File: src/hw/rtl/rcpe_pkg.sv
// Shared types and constants of the rotor cruise power estimator.
package rcpe_pkg;

  localparam logic [19:0] GRAVITY_Q16 = 20'd642908;
  localparam logic [16:0] RHO_MIN     = 17'd66;
  localparam logic [34:0] ETA_MIN     = 35'd4295;
  localparam logic [59:0] VH2_CAP     = {60{1'b1}};
  localparam logic [29:0] VI_CAP      = {30{1'b1}};
  localparam logic [31:0] SAT32       = 32'hFFFF_FFFF;
  localparam logic [21:0] SAT22       = 22'h3F_FFFF;

  localparam logic [16:0] FOM_RESET   = 17'd49152;
  localparam logic [16:0] MOTOR_RESET = 17'd58982;
  localparam logic [16:0] ESC_RESET   = 17'd62259;

  localparam logic [1:0] REG_FOM   = 2'd0;
  localparam logic [1:0] REG_MOTOR = 2'd1;
  localparam logic [1:0] REG_ESC   = 2'd2;

  typedef enum logic [1:0] {
    OP_MUL,
    OP_SQRT,
    OP_DIV64,
    OP_DIV80
  } alu_op_t;

  typedef struct packed {
    logic        start;
    alu_op_t     op;
    logic [79:0] a;
    logic [39:0] b;
  } alu_req_t;

  typedef struct packed {
    logic        done;
    logic [63:0] result;
  } alu_rsp_t;

endpackage

File: src/hw/rtl/rcpe_alu.sv
// Shared arithmetic unit: registered multiply, bit-serial divide and square root.
module rcpe_alu import rcpe_pkg::*; (
  input  logic     clk,
  input  logic     rst_n,
  input  alu_req_t req,
  output alu_rsp_t rsp
);

  logic        busy_r;
  logic        done_r;
  alu_op_t     op_r;
  logic [6:0]  cnt_r;
  logic [79:0] sh_r;
  logic [40:0] rem_r;
  logic [63:0] quo_r;
  logic [39:0] den_r;

  logic [67:0] prod;
  logic [40:0] div_r2;
  logic        div_ge;
  logic [40:0] div_rem;
  logic [34:0] sq_r2;
  logic [34:0] sq_trial;
  logic        sq_ge;

  assign prod     = req.a[33:0] * req.b[33:0];
  assign div_r2   = {rem_r[39:0], sh_r[79]};
  assign div_ge   = div_r2 >= {1'b0, den_r};
  assign div_rem  = div_ge ? div_r2 - {1'b0, den_r} : div_r2;
  assign sq_r2    = {rem_r[32:0], sh_r[79:78]};
  assign sq_trial = {1'b0, quo_r[31:0], 2'b01};
  assign sq_ge    = sq_r2 >= sq_trial;

  always_ff @(posedge clk) begin
    if (!rst_n) begin
      busy_r <= 1'b0;
      done_r <= 1'b0;
      cnt_r  <= '0;
    end else begin
      done_r <= 1'b0;
      if (req.start) begin
        case (req.op)
          OP_MUL: begin
            done_r <= 1'b1;
          end
          OP_SQRT: begin
            busy_r <= 1'b1;
            cnt_r  <= 7'd32;
          end
          OP_DIV64: begin
            busy_r <= 1'b1;
            cnt_r  <= 7'd64;
          end
          default: begin
            busy_r <= 1'b1;
            cnt_r  <= 7'd80;
          end
        endcase
      end else if (busy_r) begin
        cnt_r <= cnt_r - 7'd1;
        if (cnt_r == 7'd1) begin
          busy_r <= 1'b0;
          done_r <= 1'b1;
        end
      end
    end
  end

  always_ff @(posedge clk) begin
    if (req.start) begin
      op_r  <= req.op;
      rem_r <= '0;
      den_r <= req.b;
      case (req.op)
        OP_MUL: begin
          quo_r <= prod[63:0];
        end
        OP_DIV80: begin
          quo_r <= '0;
          sh_r  <= req.a;
        end
        default: begin
          quo_r <= '0;
          sh_r  <= {req.a[63:0], 16'd0};
        end
      endcase
    end else if (busy_r) begin
      if (op_r == OP_SQRT) begin
        // one root bit per cycle, two radicand bits in
        rem_r <= {6'd0, sq_ge ? sq_r2 - sq_trial : sq_r2};
        quo_r <= {quo_r[62:0], sq_ge};
        sh_r  <= {sh_r[77:0], 2'b00};
      end else begin
        rem_r <= div_rem;
        quo_r <= {quo_r[62:0], div_ge};
        sh_r  <= {sh_r[78:0], 1'b0};
      end
    end
  end

  assign rsp.done   = done_r;
  assign rsp.result = quo_r;

endmodule

File: config.mk
export PLATFORM = sky130hd
export DESIGN_NAME = rcpe_alu
export DESIGN_NICKNAME = d
export VERILOG_FILES = /design/src/hw/rtl/rcpe_pkg.sv /design/src/hw/rtl/rcpe_alu.sv
export SDC_FILE = /design/constraint.sdc
export NUM_CORES = 2
export LEC_CHECK = 0
export BUFFER_PORTS_ARGS = -buffer_cell sky130_fd_sc_hd__clkbuf_2
export CAP_MARGIN = 20
export CORE_MARGIN = 10
export CORE_UTILIZATION = 35
export DETAILED_ROUTE_END_ITERATION = 12
export GPL_TIMING_DRIVEN = 0
export PLACE_DENSITY = 0.49
export SYNTH_ARGS = -nofsm -noshare
export SYNTH_HDL_FRONTEND = slang
export SYNTH_SLANG_ARGS = --single-unit
File: constraint.sdc
create_clock -name clk -period 7.8 [get_ports clk]
set_input_delay 0 -clock clk [delete_from_list [all_inputs] [get_ports clk]]
set_output_delay 0 -clock clk [all_outputs]
set_load 0.05 [all_outputs]
==> out/qor.tcl <==
set qor(run_status) {complete, but fails checks}
set qor(violations) {hold timing}
set qor(floorplan.rows) 141
set qor(fraction_of_final_layout_cells_with_drive_strength_greater_than_1_pct) 8.47
set qor(syn_nets) 7283
set qor(holdPathStages) 3
set qor(synth_top_cells_by_count) {inv_1 (1182), fa_1 (1016), nand2_1 (768)}
set qor(cts_sink_count) 235
set qor(max_clk_rate_ghz) 0.129
set qor(ys_ff_latch) 235
set qor(r2r_setup_slack_ps) 3660
set qor(rsz0062_at_grt) {true}
set qor(clk_transition_reported_paths_ps) 70
set qor(required_ps) 8110
set qor(die_height_um) 407
set qor(dr.pass1.iters) 6
set qor(worst_hold_path_type) {in2reg}
set qor(final-seq-area_sq_um) 6570
set qor(starting_density_pct) 35.3
set qor(grt_antenna_before_repair) 28
set qor(max_slew.worst_pin.slew_ps) 1200
set qor(crit_path_max_fanout) 10
set qor(criticalPathCategory) {in2reg}
set qor(setup.worst_path.end_class) {register}
set qor(cpMaxStageDelayCell) {clkbuf_1}
set qor(slew_headroom_pct) 20.2
set qor(grt_use_total_pct) 27.0
set qor(period_minus_slack_ps) 7770
set qor(fin_worst_skew_ps) 44.5
set qor(cts_max_level) 1
set qor(post_synth_instance_area_sq_um) 52400
set qor(final_critical_path_setup_slack_ps) 32.6
set qor(cts-root-buf) {clkbuf_16}
set qor(synth.avg_cell_area_sq_um) 9.02
set qor(worst_r2r_endpoint) {quo_r[0]}
set qor(post_synth_num_cell_types) 91
set qor(number_of_clock_buffers_inserted_by_tritoncts) 27
set qor(floorplan.die_area_sq_um) 165000
set qor(critPathArrivalTime_ps) 8070
set qor(flip_flop_cell_with_the_highest_count_after_synthesis) {edfxtp_1}
set qor(worstHoldStart) {req[65]}
set qor(crit_top_cell) {fa_1}
set qor(hold_ep) {sh_r[41]}
set qor(synth.top_cells.by_area) {fa_1 (39%), edfxtp_1 (11%), inv_1 (8.5%)}
set qor(synth_warnings) 0
set qor(critical-path-top-delay-family) {adder cells}
set qor(utilization_pct) 39.8
set qor(syn2layout_area_growth_pct) 12.7
set qor(worstReg2RegStart) {sh_r[79]}
set qor(drt_iter0_markers) 4007
set qor(boundaryPins) 190
set qor(gp_routability_congestion) 0.976
set qor(finalNetCount) 7604
set qor(core_region_area_sq_um) 148000
set qor(synth.yosys.seq_area_share_pct) 12.5
set qor(startpoint_type_of_the_worst_setup_path) {input pin}
set qor(cap_viol_max_count) 0
set qor(post-route-period-util_pct) 99.6
set qor(cts_tree) {done}
set qor(drc_errors) 0
set qor(port_buffers) 157
set qor(gr-total-overflow) 0
set qor(cts.path.max_buffers) 3
set qor(grt_first_pass_wirelength_mm) 323
set qor(postRouteAntennaNets) 0
set qor(synth_top_area_cell) {fa_1}
set qor(critical_path_buf_inv_count) 9
set qor(num_vias) 43100
set qor(wl_per_cell_um) 27.9
set qor(routed_via_count_divided_by_cell_count) 5.32
set qor(synthArstFlopShare_pct) 0
set qor(maximum_number_of_pins_on_one_net_before_global_route_repair) 55
set qor(pre_cts_slack_ps) -2360
set qor(synth_enable_flop_cells) 186
set qor(setup_viol) 0
set qor(rr_worst_depth) 12
set qor(dieWidth_um) 407
set qor(clk_latency_worst_skew_pair_ps) 600
set qor(yosysTopAreaCellShare_pct) 38.8
set qor(delay_of_the_slowest_cell_on_the_worst_path_ps) 770
set qor(multiInputGateArea_sq_um) 40200
set qor(yosysMostFrequentCell) {inv_1}
set qor(whs_ps) -54.6
set qor(hpwlAfterDp_mm) 189
set qor(vias_in_the_first_global_route) 44700
set qor(totalWireLength_mm) 226
set qor(final_max_slew_viol_count) 0
set qor(timing.final.hold_violations) 1
set qor(syn-instance-count) 5807
set qor(layout.filler_cells) 15100
## worst min-delay path, delay by kind of cell
kind | cells | cell delay (ps)
multiplexers | 1 | 110
AO/OA/AOI/OAI | 1 | 170
buffers and inverters | 1 | 150
## cells in the final DEF (no fill, tap or decap), drive strengths merged, types with 20 or more instances in the layout
master,count
nor3,26
buf,92
and2,596
a21o,55
o211ai,34
mux2i,107
nand3,57
ha,335
xnor2,78
a31oi,30
nand2,768
inv,1186
dlygate4sd3,109
o21ai,144
o22ai,57
fa,1016
nor2b,22
clkbuf,483
a21oi,222
nor2,102
diode,25
dfxtp,49
nand2b,24
xor2,37
edfxtp,186
o21bai,20
a211oi,80
## cell families after synthesis
logic type	Yosys count	synth area share (%)
simple gates	1682	15.9
buf+inv	1546	11.2
fa+ha+maj	1351	46.9
compound gates	765	9.42
flops	235	12.5
xor+xnor	115	1.92
mux	113	2.17
## how the worst max path moves through the flow
stage / to / cells after the start / start / slack (ps)
3_5_place_dp: quo_r[63] / 26 / req[62] / -2360
2_1_floorplan: quo_r[63] / 26 / req[56] / 590
6_report: quo_r[56] / 29 / req[29] / 30
4_1_cts: quo_r[63] / 25 / req[66] / -10
5_1_grt: quo_r[63] / 29 / req[69] / -50
3_3_place_gp: quo_r[63] / 26 / req[63] / -2800
## state kept, by name (all words and copies together) (netlist names)
register  count
done_r        1
busy_r        1
den_r        40
quo_r        64
sh_r         80
cnt_r         7
op_r          2
rem_r        40
## area by class of cell
class	count	share of cell area, %
repair buffers	307	4.20
well taps	1930	4.09
clock buffers	28	1.15
clock inverters	22	0.354
plain buffers	349	3.37
inverters	1182	7.52
diodes	25	0.106
multi-input cells	4026	68.1
flip-flops and latches	235	11.1
## metal layers
layer  global-route usage (%)  wire length [um]
met5                        0                47
met2                     43.1            102000
met3                     4.73             18700
met1                     36.5             95000
met4                     10.4             10500
## stage by stage
stage / instances / setup TNS [ps] / cell area [sq um]
CTS: 8072 / -11.7 / 58600
global placement: 7894 / -109090 / 55600
finish: 8104 / 0 / 59000
floorplan: 5807 / 0 / 52400
global route: 8084 / -144 / 59000
detailed placement: 7923 / -63330 / 56100
## repair_timing
| item | in CTS | in global routing |
|---|---|---|
| hold buffers | 103 | 6 |
| endpoints found under the setup margin | 43 | 22 |
| setup buffers | 5 | 7 |
| resized for setup | 301 | 111 |
| pin swaps | 8 | 10 |
| endpoints found under the hold margin | 98 | 5 |
Power is left out: the tool's default activity adds up to more than one toggle a clock period on the data nets, which glitch-free logic cannot reach.
